<file path="config.mk">
export PLATFORM = sky130hd
export DESIGN_NAME = averaged_pressure_alarm
export DESIGN_NICKNAME = d
export VERILOG_FILES = /design/src/design/apa_pkg.sv /design/src/design/apa_cell.sv /design/src/design/apa_buzz_phase.sv /design/src/design/averaged_pressure_alarm.sv
export SDC_FILE = /design/constraint.sdc
export NUM_CORES = 2
export LEC_CHECK = 0
export ABC_AREA = 1
export BUFFER_PORTS_ARGS = -buffer_cell sky130_fd_sc_hd__buf_2
export CAP_MARGIN = 20
export CORE_AREA = 2 2 351 353
export CTS_BUF_LIST = sky130_fd_sc_hd__clkbuf_8 sky130_fd_sc_hd__clkbuf_16
export DETAILED_ROUTE_END_ITERATION = 8
export DIE_AREA = 0 0 353 355
export PLACE_DENSITY = 0.58
export SYNTH_ARGS = -nofsm -noshare
export SYNTH_HDL_FRONTEND = slang
export SYNTH_SLANG_ARGS = --single-unit
</file>
<file path="constraint.sdc">
create_clock -name aclk -period 5.1 [get_ports aclk]
set_input_delay 1.02 -clock aclk [delete_from_list [all_inputs] [get_ports aclk]]
set_output_delay 1.02 -clock aclk [all_outputs]
set_load 0.1 [all_outputs]
</file>
<file path="src/design/apa_pkg.sv">
// ============================================================================
// apa_pkg : averaged pressure alarm shared definitions
// Widths, window depth, buzzer timing constants and shared types.
// ============================================================================
package apa_pkg;

    // Window depth of both sample rows
    localparam int WINDOW      = 16;
    localparam int WINDOW_LOG2 = $clog2(WINDOW);

    localparam int SAMPLE_W    = 17;
    localparam int SUM_W       = SAMPLE_W + WINDOW_LOG2;
    localparam int TIME_W      = 32;
    localparam int INTERVAL_W  = 16;

    localparam logic [INTERVAL_W-1:0] INTERVAL_RESET = 16'd1000;

    // Configuration space
    localparam int ADDR_W   = 3;
    localparam int DATA_W   = 32;
    localparam int REG_IDX_W = ADDR_W - 2;
    localparam logic [REG_IDX_W-1:0] REG_UPDATE_INTERVAL = '0;

    // Stream widths
    localparam int S_DATA_W = 72;
    localparam int M_DATA_W = 40;

    // Buzzer half period 500 ms = 4 * 125; quotient by 125 via reciprocal
    localparam int BUZZ_HALF_MS = 500;
    localparam int BUZZ_SHIFT   = 2;
    localparam int BUZZ_ODD     = BUZZ_HALF_MS >> BUZZ_SHIFT;
    localparam int Q_W          = TIME_W - BUZZ_SHIFT;
    localparam int RECIP_K      = Q_W + 7;
    localparam longint unsigned RECIP_M_FULL =
        ((64'd1 << RECIP_K) + 64'(BUZZ_ODD) - 64'd1) / 64'(BUZZ_ODD);
    localparam int M_W          = 31;
    localparam logic [M_W-1:0] RECIP_M = M_W'(RECIP_M_FULL);
    localparam int Q_LO_W       = Q_W / 2;
    localparam int Q_HI_W       = Q_W - Q_LO_W;
    localparam int PP_W         = Q_HI_W + M_W;
    localparam int PROD_W       = Q_W + M_W;

    // One chamber / outside sample pair held by a window cell
    typedef struct packed {
        logic [SAMPLE_W-1:0] outside;
        logic [SAMPLE_W-1:0] chamber;
    } sample_pair_t;

    // Indicator fields carried down the pipe
    typedef struct packed {
        logic                updated;
        logic [SAMPLE_W-1:0] outside_average;
        logic [SAMPLE_W-1:0] chamber_average;
        logic                red;
    } ind_t;

    // Buzzer control for one item
    typedef struct packed {
        logic load;
        logic clear;
    } buz_ctl_t;

endpackage

</file>
<file path="src/design/apa_cell.sv">
// ============================================================================
// apa_cell : one window cell
// Holds one sample pair and hands it to the next cell on every item.
// ============================================================================
module apa_cell (
    input  logic                  aclk,
    input  logic                  aresetn,
    input  logic                  shift_en,
    input  apa_pkg::sample_pair_t din,
    output apa_pkg::sample_pair_t dout
);

    apa_pkg::sample_pair_t pair_reg;

    // window entries start at zero
    always_ff @(posedge aclk) begin
        if (!aresetn) begin
            pair_reg <= '0;
        end else if (shift_en) begin
            pair_reg <= din;
        end
    end

    assign dout = pair_reg;

endmodule

</file>
<file path="src/design/apa_buzz_phase.sv">
// ============================================================================
// apa_buzz_phase : buzzer phase bit
// Bit 0 of q / 125 by reciprocal multiply, split in two registered halves.
// ============================================================================
module apa_buzz_phase (
    input  logic                      aclk,
    input  logic                      load_en,
    input  logic [apa_pkg::Q_W-1:0]   q,
    output logic                      phase
);

    logic [apa_pkg::PP_W-1:0]   pp_hi_reg;
    logic [apa_pkg::PP_W-1:0]   pp_lo_reg;
    logic [apa_pkg::PP_W-1:0]   pp_hi_next;
    logic [apa_pkg::PP_W-1:0]   pp_lo_next;
    logic [apa_pkg::PROD_W-1:0] prod;

    assign pp_hi_next = apa_pkg::PP_W'(q[apa_pkg::Q_W-1:apa_pkg::Q_LO_W])
                        * apa_pkg::PP_W'(apa_pkg::RECIP_M);
    assign pp_lo_next = apa_pkg::PP_W'(q[apa_pkg::Q_LO_W-1:0])
                        * apa_pkg::PP_W'(apa_pkg::RECIP_M);

    always_ff @(posedge aclk) begin
        if (load_en) begin
            pp_hi_reg <= pp_hi_next;
            pp_lo_reg <= pp_lo_next;
        end
    end

    // recombine halves; quotient bit 0 sits at bit RECIP_K
    assign prod  = (apa_pkg::PROD_W'(pp_hi_reg) << apa_pkg::Q_LO_W)
                   + apa_pkg::PROD_W'(pp_lo_reg);
    assign phase = prod[apa_pkg::RECIP_K];

endmodule

</file>
<file path="src/design/averaged_pressure_alarm.sv">
// ============================================================================
// averaged_pressure_alarm : windowed pressure comparator with latched alarm
// Row of sample cells with running sums, update timer, alarm and buzzer.
// ============================================================================
//
//  port group   dir  handshake          payload
//  s_*          in   s_tvalid/s_tready  s_tdata: samples, timestamp, buttons
//  m_*          out  m_tvalid/m_tready  m_tdata: indicators, averages, flag
//  p*           in   APB, pready = 1    update_interval_ms at byte address 0
//
//  One item per cycle sustained unless stalled. Items pass stage 1, stage 2
//  and the output register. The accept cycle carries the whole state update
//  (window shift, running sums, averages, compare, alarm), which is the
//  loop that sets the rate; the buzzer phase divide trails it over two
//  registered stages. Synchronous active-low reset clears the window cells,
//  sums and alarm state at once; the interval register returns to 1000 ms.
//  A stalled output only blocks input once all three stages hold an item.
//
module averaged_pressure_alarm (
    input  logic                           aclk,
    input  logic                           aresetn,

    input  logic                           s_tvalid,
    output logic                           s_tready,
    // [16:0] chamber_pressure, [33:17] outside_pressure, [65:34] now_ms,
    // [66] silence_pressed, [67] display_pressed, [71:68] zero
    input  logic [apa_pkg::S_DATA_W-1:0]   s_tdata,

    output logic                           m_tvalid,
    input  logic                           m_tready,
    // [0] red_led, [1] green_led, [2] buzzer, [19:3] chamber_average,
    // [36:20] outside_average, [37] updated, [39:38] zero
    output logic [apa_pkg::M_DATA_W-1:0]   m_tdata,

    input  logic                           psel,
    input  logic                           penable,
    input  logic                           pwrite,
    input  logic [apa_pkg::ADDR_W-1:0]     paddr,
    input  logic [apa_pkg::DATA_W-1:0]     pwdata,
    output logic [apa_pkg::DATA_W-1:0]     prdata,
    output logic                           pready
);

    // ------------------------------------------------------------------
    // Input unpacking
    // ------------------------------------------------------------------
    logic [apa_pkg::SAMPLE_W-1:0] s_chamber;
    logic [apa_pkg::SAMPLE_W-1:0] s_outside;
    logic [apa_pkg::TIME_W-1:0]   s_now;
    logic                         s_silence;
    logic                         s_display;

    assign s_chamber = s_tdata[16:0];
    assign s_outside = s_tdata[33:17];
    assign s_now     = s_tdata[65:34];
    assign s_silence = s_tdata[66];
    assign s_display = s_tdata[67];

    // ------------------------------------------------------------------
    // Configuration
    // ------------------------------------------------------------------
    logic [apa_pkg::INTERVAL_W-1:0] interval_reg;
    logic                           cfg_wr;
    logic                           cfg_hit;

    assign pready  = 1'b1;
    assign cfg_hit = (paddr[apa_pkg::ADDR_W-1:2] == apa_pkg::REG_UPDATE_INTERVAL);
    assign cfg_wr  = psel && penable && pwrite && pready;
    assign prdata  = cfg_hit ? apa_pkg::DATA_W'(interval_reg) : '0;

    always_ff @(posedge aclk) begin
        if (!aresetn) begin
            interval_reg <= apa_pkg::INTERVAL_RESET;
        end else if (cfg_wr && cfg_hit) begin
            interval_reg <= pwdata[apa_pkg::INTERVAL_W-1:0];
        end
    end

    // ------------------------------------------------------------------
    // Pipe control: each stage moves on when the next one is free
    // ------------------------------------------------------------------
    logic v1_reg, v2_reg, out_valid_reg;
    logic out_en, adv2, en2, adv1, en1, s_fire;

    assign out_en   = !out_valid_reg || m_tready;
    assign adv2     = v2_reg && out_en;
    assign en2      = !v2_reg || adv2;
    assign adv1     = v1_reg && en2;
    assign en1      = !v1_reg || adv1;
    assign s_tready = en1;
    assign s_fire   = s_tvalid && s_tready;

    always_ff @(posedge aclk) begin
        if (!aresetn) begin
            v1_reg        <= 1'b0;
            v2_reg        <= 1'b0;
            out_valid_reg <= 1'b0;
        end else begin
            if (s_fire) begin
                v1_reg <= 1'b1;
            end else if (adv1) begin
                v1_reg <= 1'b0;
            end
            if (adv1) begin
                v2_reg <= 1'b1;
            end else if (adv2) begin
                v2_reg <= 1'b0;
            end
            if (adv2) begin
                out_valid_reg <= 1'b1;
            end else if (m_tready) begin
                out_valid_reg <= 1'b0;
            end
        end
    end

    // ------------------------------------------------------------------
    // Sample window: row of cells, oldest pair falls off the far end
    // ------------------------------------------------------------------
    apa_pkg::sample_pair_t cell_in  [apa_pkg::WINDOW];
    apa_pkg::sample_pair_t cell_out [apa_pkg::WINDOW];
    apa_pkg::sample_pair_t oldest;

    assign cell_in[0] = '{outside: s_outside, chamber: s_chamber};

    genvar gi;
    generate
        for (gi = 0; gi < apa_pkg::WINDOW; gi++) begin : g_cell
            if (gi > 0) begin : g_link
                assign cell_in[gi] = cell_out[gi-1];
            end
            apa_cell u_cell (
                .aclk     (aclk),
                .aresetn  (aresetn),
                .shift_en (s_fire),
                .din      (cell_in[gi]),
                .dout     (cell_out[gi])
            );
        end
    endgenerate

    assign oldest = cell_out[apa_pkg::WINDOW-1];

    // ------------------------------------------------------------------
    // State update in the accept cycle
    // ------------------------------------------------------------------
    logic [apa_pkg::SUM_W-1:0]    chamber_sum_reg, chamber_sum_next;
    logic [apa_pkg::SUM_W-1:0]    outside_sum_reg, outside_sum_next;
    logic [apa_pkg::TIME_W-1:0]   next_update_reg;
    logic [apa_pkg::TIME_W-1:0]   alarm_start_reg;
    logic                         armed_reg, alarm_active_reg;
    logic                         red_reg;
    logic [apa_pkg::SAMPLE_W-1:0] chamber_avg_reg, outside_avg_reg;

    logic [apa_pkg::SAMPLE_W-1:0] chamber_avg_calc, outside_avg_calc;
    logic                         red_calc;
    logic                         do_update;
    logic                         armed_sil, alarm_sil;
    logic                         armed_next, alarm_next;
    logic [apa_pkg::TIME_W-1:0]   elapsed;

    // running sums stay exact: drop the oldest pair, add the new one
    assign chamber_sum_next = chamber_sum_reg - apa_pkg::SUM_W'(oldest.chamber)
                              + apa_pkg::SUM_W'(s_chamber);
    assign outside_sum_next = outside_sum_reg - apa_pkg::SUM_W'(oldest.outside)
                              + apa_pkg::SUM_W'(s_outside);

    assign chamber_avg_calc = apa_pkg::SAMPLE_W'(chamber_sum_next / apa_pkg::WINDOW);
    assign outside_avg_calc = apa_pkg::SAMPLE_W'(outside_sum_next / apa_pkg::WINDOW);
    assign red_calc         = (chamber_avg_calc >= outside_avg_calc);

    // display forces an update, whatever next_update holds
    assign do_update = s_display || (s_now >= next_update_reg);

    // silence acts before the update
    assign armed_sil = armed_reg && !s_silence;
    assign alarm_sil = alarm_active_reg && !s_silence;

    always_comb begin
        armed_next = armed_sil;
        alarm_next = alarm_sil;
        if (do_update) begin
            if (armed_sil) begin
                if (red_calc) begin
                    alarm_next = 1'b1;
                end
            end else if (!red_calc) begin
                armed_next = 1'b1;
            end
        end
    end

    // buzzer phase uses the alarm start held before this item
    assign elapsed = s_now - alarm_start_reg;

    always_ff @(posedge aclk) begin
        if (!aresetn) begin
            chamber_sum_reg  <= '0;
            outside_sum_reg  <= '0;
            next_update_reg  <= '0;
            alarm_start_reg  <= '0;
            armed_reg        <= 1'b1;
            alarm_active_reg <= 1'b0;
            red_reg          <= 1'b0;
            chamber_avg_reg  <= '0;
            outside_avg_reg  <= '0;
        end else if (s_fire) begin
            chamber_sum_reg  <= chamber_sum_next;
            outside_sum_reg  <= outside_sum_next;
            armed_reg        <= armed_next;
            alarm_active_reg <= alarm_next;
            if (do_update) begin
                next_update_reg <= s_now + apa_pkg::TIME_W'(interval_reg);
                chamber_avg_reg <= chamber_avg_calc;
                outside_avg_reg <= outside_avg_calc;
                red_reg         <= red_calc;
                if (alarm_next && !alarm_sil) begin
                    alarm_start_reg <= s_now;
                end
            end else if (s_display) begin
                next_update_reg <= s_now;
            end
        end
    end

    // ------------------------------------------------------------------
    // Stage 1 payload
    // ------------------------------------------------------------------
    apa_pkg::ind_t              p1_ind_reg;
    apa_pkg::buz_ctl_t          p1_buz_reg;
    logic [apa_pkg::Q_W-1:0]    p1_q_reg;

    always_ff @(posedge aclk) begin
        if (s_fire) begin
            p1_ind_reg.updated         <= do_update;
            p1_ind_reg.red             <= do_update ? red_calc : red_reg;
            p1_ind_reg.chamber_average <= do_update ? chamber_avg_calc : chamber_avg_reg;
            p1_ind_reg.outside_average <= do_update ? outside_avg_calc : outside_avg_reg;
            p1_buz_reg.load            <= alarm_sil;
            p1_buz_reg.clear           <= s_silence;
            p1_q_reg                   <= elapsed[apa_pkg::TIME_W-1:apa_pkg::BUZZ_SHIFT];
        end
    end

    // ------------------------------------------------------------------
    // Stage 2: phase multiply
    // ------------------------------------------------------------------
    apa_pkg::ind_t     p2_ind_reg;
    apa_pkg::buz_ctl_t p2_buz_reg;
    logic              phase;

    apa_buzz_phase u_phase (
        .aclk    (aclk),
        .load_en (adv1),
        .q       (p1_q_reg),
        .phase   (phase)
    );

    always_ff @(posedge aclk) begin
        if (adv1) begin
            p2_ind_reg <= p1_ind_reg;
            p2_buz_reg <= p1_buz_reg;
        end
    end

    // ------------------------------------------------------------------
    // Output stage: buzzer level kept in item order here
    // ------------------------------------------------------------------
    logic                          buzzer_reg, buzzer_next;
    logic [apa_pkg::M_DATA_W-1:0]  m_data_reg;

    always_comb begin
        buzzer_next = buzzer_reg;
        if (p2_buz_reg.clear) begin
            buzzer_next = 1'b0;
        end
        if (p2_buz_reg.load) begin
            buzzer_next = phase;
        end
    end

    always_ff @(posedge aclk) begin
        if (!aresetn) begin
            buzzer_reg <= 1'b0;
        end else if (adv2) begin
            buzzer_reg <= buzzer_next;
        end
    end

    always_ff @(posedge aclk) begin
        if (adv2) begin
            m_data_reg <= {2'b00,
                           p2_ind_reg.updated,
                           p2_ind_reg.outside_average,
                           p2_ind_reg.chamber_average,
                           buzzer_next,
                           !p2_ind_reg.red,
                           p2_ind_reg.red};
        end
    end

    assign m_tvalid = out_valid_reg;
    assign m_tdata  = m_data_reg;

    // ------------------------------------------------------------------
    // Assertions
    // ------------------------------------------------------------------
    // a latched alarm only exists while armed
    a_alarm_armed: assert property (@(posedge aclk) disable iff (!aresetn)
        alarm_active_reg |-> armed_reg)
        else $error("alarm active while disarmed");

    // silence always leaves the alarm off
    a_silence_clears: assert property (@(posedge aclk) disable iff (!aresetn)
        (s_fire && s_silence) |=> !alarm_active_reg)
        else $error("alarm survived silence");

    // display forces an update and reschedules from now
    a_display_update: assert property (@(posedge aclk) disable iff (!aresetn)
        (s_fire && s_display) |=>
            (next_update_reg == $past(s_now + apa_pkg::TIME_W'(interval_reg))))
        else $error("display did not reschedule update");

    // a stage 1 item is never lost under stall: it stays until it moves on
    a_stage_hold: assert property (@(posedge aclk) disable iff (!aresetn)
        (v1_reg && !adv1) |=> v1_reg)
        else $error("stage 1 item dropped");

endmodule

</file>
Yosys cells after proc, flatten, opt, wreduce, memory -nomap -nowiden
Cells that the tools add are included.
{ "totals": {"input_bits": 114, "register_bits": 908} }
{ "classes": {"mux": 20, "reduce_logical": 25, "n_addsub": 7, "magnitude_cmp": 2, "n_mul": 2, "n_bitwise": 1} }
{ "ops": {"columns": ["op", "count"], "rows": [
  ["$mux W32", 2],
  ["$add A21 B17 Y21", 2],
  ["$sub A21 B17 Y21", 2],
  ["$add A38 B38 Y38", 1],
  ["$mul A15 B29 Y36 const B", 1],
  ["$mux W17", 2],
  ["$add A32 B16 Y32", 1],
  ["$ge A32 B32 Y1", 1],
  ["$sub A32 B32 Y32", 1],
  ["$mul A15 B29 Y21 const B", 1],
  ["$ge A17 B17 Y1", 1],
  ["$mux W16", 1],
  ["$mux W1", 15],
  ["$logic_and A1 B1 Y1", 9],
  ["$reduce_bool A2 Y1", 4],
  ["$logic_not A1 Y1", 6],
  ["$logic_or A1 B1 Y1", 4],
  ["$reduce_and A3 Y1", 1],
  ["$reduce_and A2 Y1", 1],
  ["$not A1 Y1", 1]
]} }

Depth between registers and ports, before layout
{ "logic_depth": {"depth_word": 8, "depth_mapped": 30, "depth_no_buf": 29} }

By module
From an unflattened synthesis, not the netlist that was laid out.
{ "hier_totals": {"hier_cells": 7160, "area_unflattened_um2": 52567.9} }
{ "by_module_without_submodules": {"columns": ["module", "cells_per_inst", "seq_area_each_um2", "instances", "area_per_inst_um2"], "rows": [
  ["apa_cell", 216, 680.7, 16, 1403.8],
  ["averaged_pressure_alarm", 2283, 7587.3, 1, 18252.5],
  ["apa_buzz_phase", 1421, 1261.2, 1, 11853.9]
]} }

Least setup slack after synthesis
Ideal clock, no wire load.
{ "synth_path": {"kind": "flip-flop to flip-flop", "startpoint": "register p1_q_reg[3] (netlist bit)", "endpoint": "register u_phase.pp_lo_reg[36] (netlist bit), data pin", "setup_time_ps": 252, "t_arrival_ps": 4789, "path_buffers": 0, "slack_ps": 59, "t_required_ps": 4848, "synth_period_minus_slack_ps": 5041, "stages_incl_launch_ff": 18, "path_cell_list": "edfxtp_1 fa_1 fa_1 fa_1 fa_1 inv_1 fa_1 inv_1 fa_1 ha_1 nand2_1 nor2_1 nor3b_1 a21oi_1 o21bai_1 nand4_1 nand3_1 nand2_1"} }
{ "synth_via": {"elab_chain_cells": 1} }
{ "synth_lines": {"columns": ["element", "line_no", "rtl"], "rows": [
  ["start, declared", "averaged_pressure_alarm.sv:231", "logic [apa_pkg::Q_W-1:0] p1_q_reg;"],
  ["start signal, assigned", "averaged_pressure_alarm.sv:241", "p1_q_reg <= elapsed[apa_pkg::TIME_W-1:apa_pkg::BUZZ_SHIFT];"],
  ["$mul A15 B29 Y36", "apa_buzz_phase.sv:21", "* apa_pkg::PP_W'(apa_pkg::RECIP_M);"],
  ["net u_phase.pp_lo_next, one bit", "apa_buzz_phase.sv:15", "logic [apa_pkg::PP_W-1:0] pp_lo_next;"],
  ["end signal, assigned", "apa_buzz_phase.sv:26", "pp_lo_reg <= pp_lo_next;"],
  ["end, declared", "apa_buzz_phase.sv:13", "logic [apa_pkg::PP_W-1:0] pp_lo_reg;"]
]} }
The timed path passes the listed nets, and every way through them passes these cells.
A chain may end at the register's enable or synchronous reset.

Worst setup path in the final report
{ "layout_path": {"startpoint": "register p1_q_reg[13] (netlist bit)", "endpoint": "register u_phase.pp_lo_reg[19] (netlist bit), data pin"} }
The elaborated chain is that of the path after synthesis.

==> flow_summary_export.csv <==
group,metric,value,unit
run_status,status,"finished, violations left",
run_status,failed_checks,"negative setup slack",
final_layout,largest_reg_flops,544,
logic_synthesis,synth_cells,5939,
placed_design,dpl_cell_area,0.0519,mm2
clock_tree,path_clk_slew,0.07,ns
logic_synthesis,synth.avg_cell_area,8.15,um2
logic_synthesis,synth_edf_count,186,
min_path,hold_end,"p2_ind_reg[27]$_DFFE_PP_",
floorplanning,die_y,355,um
route,drcViolationCount,0,
final_layout,fin_area,0.0567,mm2
timing,fin_crit,5.10,ns
setup_path,cp_slowest_cell,"fa_1",
floorplanning,rows,128,
logic_synthesis,synthArstFlopShare,0,
final_layout,finish.utilization,0.467,
timing,finalSetupViolations,1,
final_layout,final_cells,7935,
global_routing,grt_first_pass_wirelength,193000,um
clock_tree,numCtsBuffers,96,
setup_path,r2r.worst_path.cells,20,
route,drt_iter0_markers,2557,
setup_path,cp_slowest_stage_delay,0.52,ns
clock_tree,h-tree-depth,3,
setup_path,arrival,5.51,ns
timing,rsz0062_at_grt,"true",
route,via_per_inst,4.75,
timing,fmax,196,MHz
global_routing,grt_max_degree,289,
floorplanning,io_pins,189,
placed_design,port-buffer-count,147,
timing,fin_ws,-0.00363,ns
setup_path,reg2reg_to,"u_phase.pp_lo_reg[19]$_DFFE_PP_",
floorplanning,die_x,353,um
final_layout,drive_above_1_share,0.126,
min_path,min_from,"p1_ind_reg[27]$_DFFE_PP_",
logic_synthesis,ys.flop_type,"dfxtp_1",
timing,worst_pin_slew,1.32,ns
job,cap_violations,0,
min_path,holdPathStages,0,
clock_tree,ctsHoldBuffers,0,
placed_design,finalWeightedCongestion,0.917,
route,antenna_left,0,
logic_synthesis,ys.warnings.count,0,
timing,finalHoldViolCount,0,
clock_tree,cts_tree,"done",
placed_design,place_hpwl,86200,um
setup_path,cp_cell_sequence,"inv_2 -> ha_4 -> fa_1 -> inv_2 -> buf_4 -> buf_4 -> fa_1 -> inv_1 -> fa_1 -> fa_1 -> inv_1 -> ha_1 -> ha_4 -> nand2_2 -> nor4_4 -> buf_4 -> a21boi_2 -> buf_4 -> xnor2_1 -> buf_4",
global_routing,antenna_found_initial,10,
logic_synthesis,ys_seq_elements,893,
global_routing,grt.overflow.total,0,
route,drt_first_pass_iters,5,
route,wl,119000,um
setup_path,cp_max_fo,5,
logic_synthesis,synth_cell_types,47,
placed_design,place_inst,7712,
clock_tree,cts.sinks,893,
route,drt-wirelength-per-cell,15.0,um
final_layout,nets,6919,
route,vias,37701,
floorplanning,start_util,0.399,
timing,slew_violations,0,
placed_design,post-place-ws,-0.351,ns
final_layout,area_growth,17.0,%
clock_tree,cts_root_buffer,"clkbuf_16",
clock_tree,cts_buffer_depth,3,
setup_path,start_kind,"flip-flop",
setup_path,rrSetupSlack,-0.004,ns
setup_path,end_kind,"flip-flop",
setup_path,worst_ep_required_time,5.51,ns
logic_synthesis,seq_area_frac_synth,0.408,
floorplanning,fp.coreArea,0.121,mm2
setup_path,criticalPathCategory,"flip-flop to flip-flop",
timing,maxSlewHeadroom,0.123,
global_routing,grt_pass1_vias,36010,
timing,period_share,1.00,
global_routing,track_usage,0.189,
clock_tree,insertion_delay,0.67,ns
logic_synthesis,syn_area,0.0484,mm2
min_path,hp-class,"flip-flop to flip-flop",
floorplanning,die_area,0.125,mm2
setup_path,rr_startpoint,"p1_q_reg[13]$_DFFE_PP_",
setup_path,crit_top_cell,"buf_4",
timing,fin_worst_skew,0.0340,ns
-- critical path: cells and delay by family (launching register included) --
kind | cells | cell delay (ns)
AO/OA/AOI/OAI | 1 | 0.05
XOR/XNOR | 1 | 0.15
adder cells (fa/ha/maj) | 7 | 2.72
buffers and inverters | 9 | 0.97
flip-flops | 1 | 0.50
AND/OR/NAND/NOR | 2 | 0.45
-- layout by cell type, fill, tap and decap left out, types with 18 or more instances in the layout --
master and n:
o21ai_1 27, dfxtp_1 707, nand2_1 570, clkbuf_16 99
nand2_2 22, xnor2_1 35, nor2_1 1346, xor2_1 95
inv_2 22, buf_2 146, inv_1 780, edfxtp_1 186
ha_1 328, clkbuf_8 20, buf_4 271, o21ai_0 703
ha_4 42, fa_1 190, fa_2 19, nand3_1 106
a21oi_1 256, conb_1 19, nor3_1 26, a21oi_2 23
a21o_1 18, nand4_1 59
-- cell usage after synthesis (3+ instances only) --
library cell,number,area share
dfxtp_1,707,0.29
nand4_1,59,0.0076
nand2_1,594,0.046
a31oi_1,9,0.0012
o21bai_1,11,0.0017
buf_2,37,0.0038
clkbuf_1,151,0.012
a21o_1,19,0.0029
o21ai_0,717,0.074
and3_1,3,0.00039
xor2_1,99,0.018
nand2_2,4,0.00052
o211ai_1,14,0.0022
a21oi_1,281,0.029
nor3_1,32,0.0033
fa_1,209,0.086
edfxtp_1,186,0.12
buf_6,12,0.0028
or2_2,8,0.0010
inv_1,770,0.060
ha_1,371,0.096
nor4_1,12,0.0016
a21boi_0,5,0.00078
nor2_1,1361,0.11
xnor2_1,36,0.0065
nand3_1,112,0.012
buf_4,69,0.011
o31ai_1,3,0.00046
nand3b_1,7,0.0011
o21ai_1,17,0.0018
-- how the worst max path moves through the flow --
stage | endpoint | slack [ns] | depth (start not counted) | start
2_1_floorplan | u_phase.pp_lo_reg[36]$_DFFE_PP_ | 0.06 | 17 | p1_q_reg[3]$_DFFE_PP_
3_3_place_gp | u_phase.pp_lo_reg[36]$_DFFE_PP_ | -0.36 | 19 | p1_q_reg[2]$_DFFE_PP_
3_5_place_dp | u_phase.pp_lo_reg[35]$_DFFE_PP_ | -0.35 | 19 | p1_q_reg[13]$_DFFE_PP_
4_1_cts | u_phase.pp_lo_reg[36]$_DFFE_PP_ | -0.09 | 19 | p1_q_reg[1]$_DFFE_PP_
5_1_grt | u_phase.pp_lo_reg[36]$_DFFE_PP_ | -0.17 | 18 | p1_q_reg[4]$_DFFE_PP_
6_report | u_phase.pp_lo_reg[19]$_DFFE_PP_ | -0.004 | 20 | p1_q_reg[13]$_DFFE_PP_
-- stage by stage --
stage | hold WS, ns | TNS [ns]
floorplan | 0.400 | 0
global route | 0.412 | -1.98
finish | 0.415 | -0.00363
global placement | 0.401 | -4.42
CTS | 0.416 | -0.158
detailed placement | 0.405 | -4.31
-- timing repair --
action	CTS	global route
endpoints found under the setup margin	23	29
gates resized for setup	78	157
pin swaps	45	90
buffers inserted	17	23
-- cell type report --
class,instances,area (um2)
clock inverters,60,536
diodes,4,10.0
repair buffers,442,3140
flip-flops and latches,893,19700
well taps,1625,2030
clock buffers,119,2750
multi-input cells,4021,25600
inverters,771,2900
fillers,11965,64700
-- kinds of logic (layout without fill, tap and decap cells) --
| logic type | Yosys count | after routing | synth area share |
|---|---|---|---|
| xor gates and xnor gates | 136 | 136 | 0.0248 |
| adders and majority gates | 580 | 580 | 0.182 |
| and+or+nand+nor | 2200 | 2200 | 0.180 |
| other | 2 | 23 | 0.000155 |
| buffers and inverters | 1042 | 1392 | 0.0889 |
| AOI/OAI and AO/OA | 1086 | 1086 | 0.116 |
| DFF | 893 | 893 | 0.408 |
-- per-layer routing --
| metal | wire (um) | vias to the layer above | GRT usage | part of all wire |
|---|---|---|---|---|
| li1 | - | 19528 | - | - |
| met5 | 0 | - | 0 | 0 |
| met3 | 4140 | 125 | 0.0234 | 0.035 |
| met2 | 54200 | 554 | 0.306 | 0.45 |
| met4 | 1900 | 0 | 0.0374 | 0.016 |
| met1 | 58900 | 17494 | 0.272 | 0.49 |
Power is not shown: default switching activity piles up to over one toggle a cycle in this logic, so the estimate is an artifact.
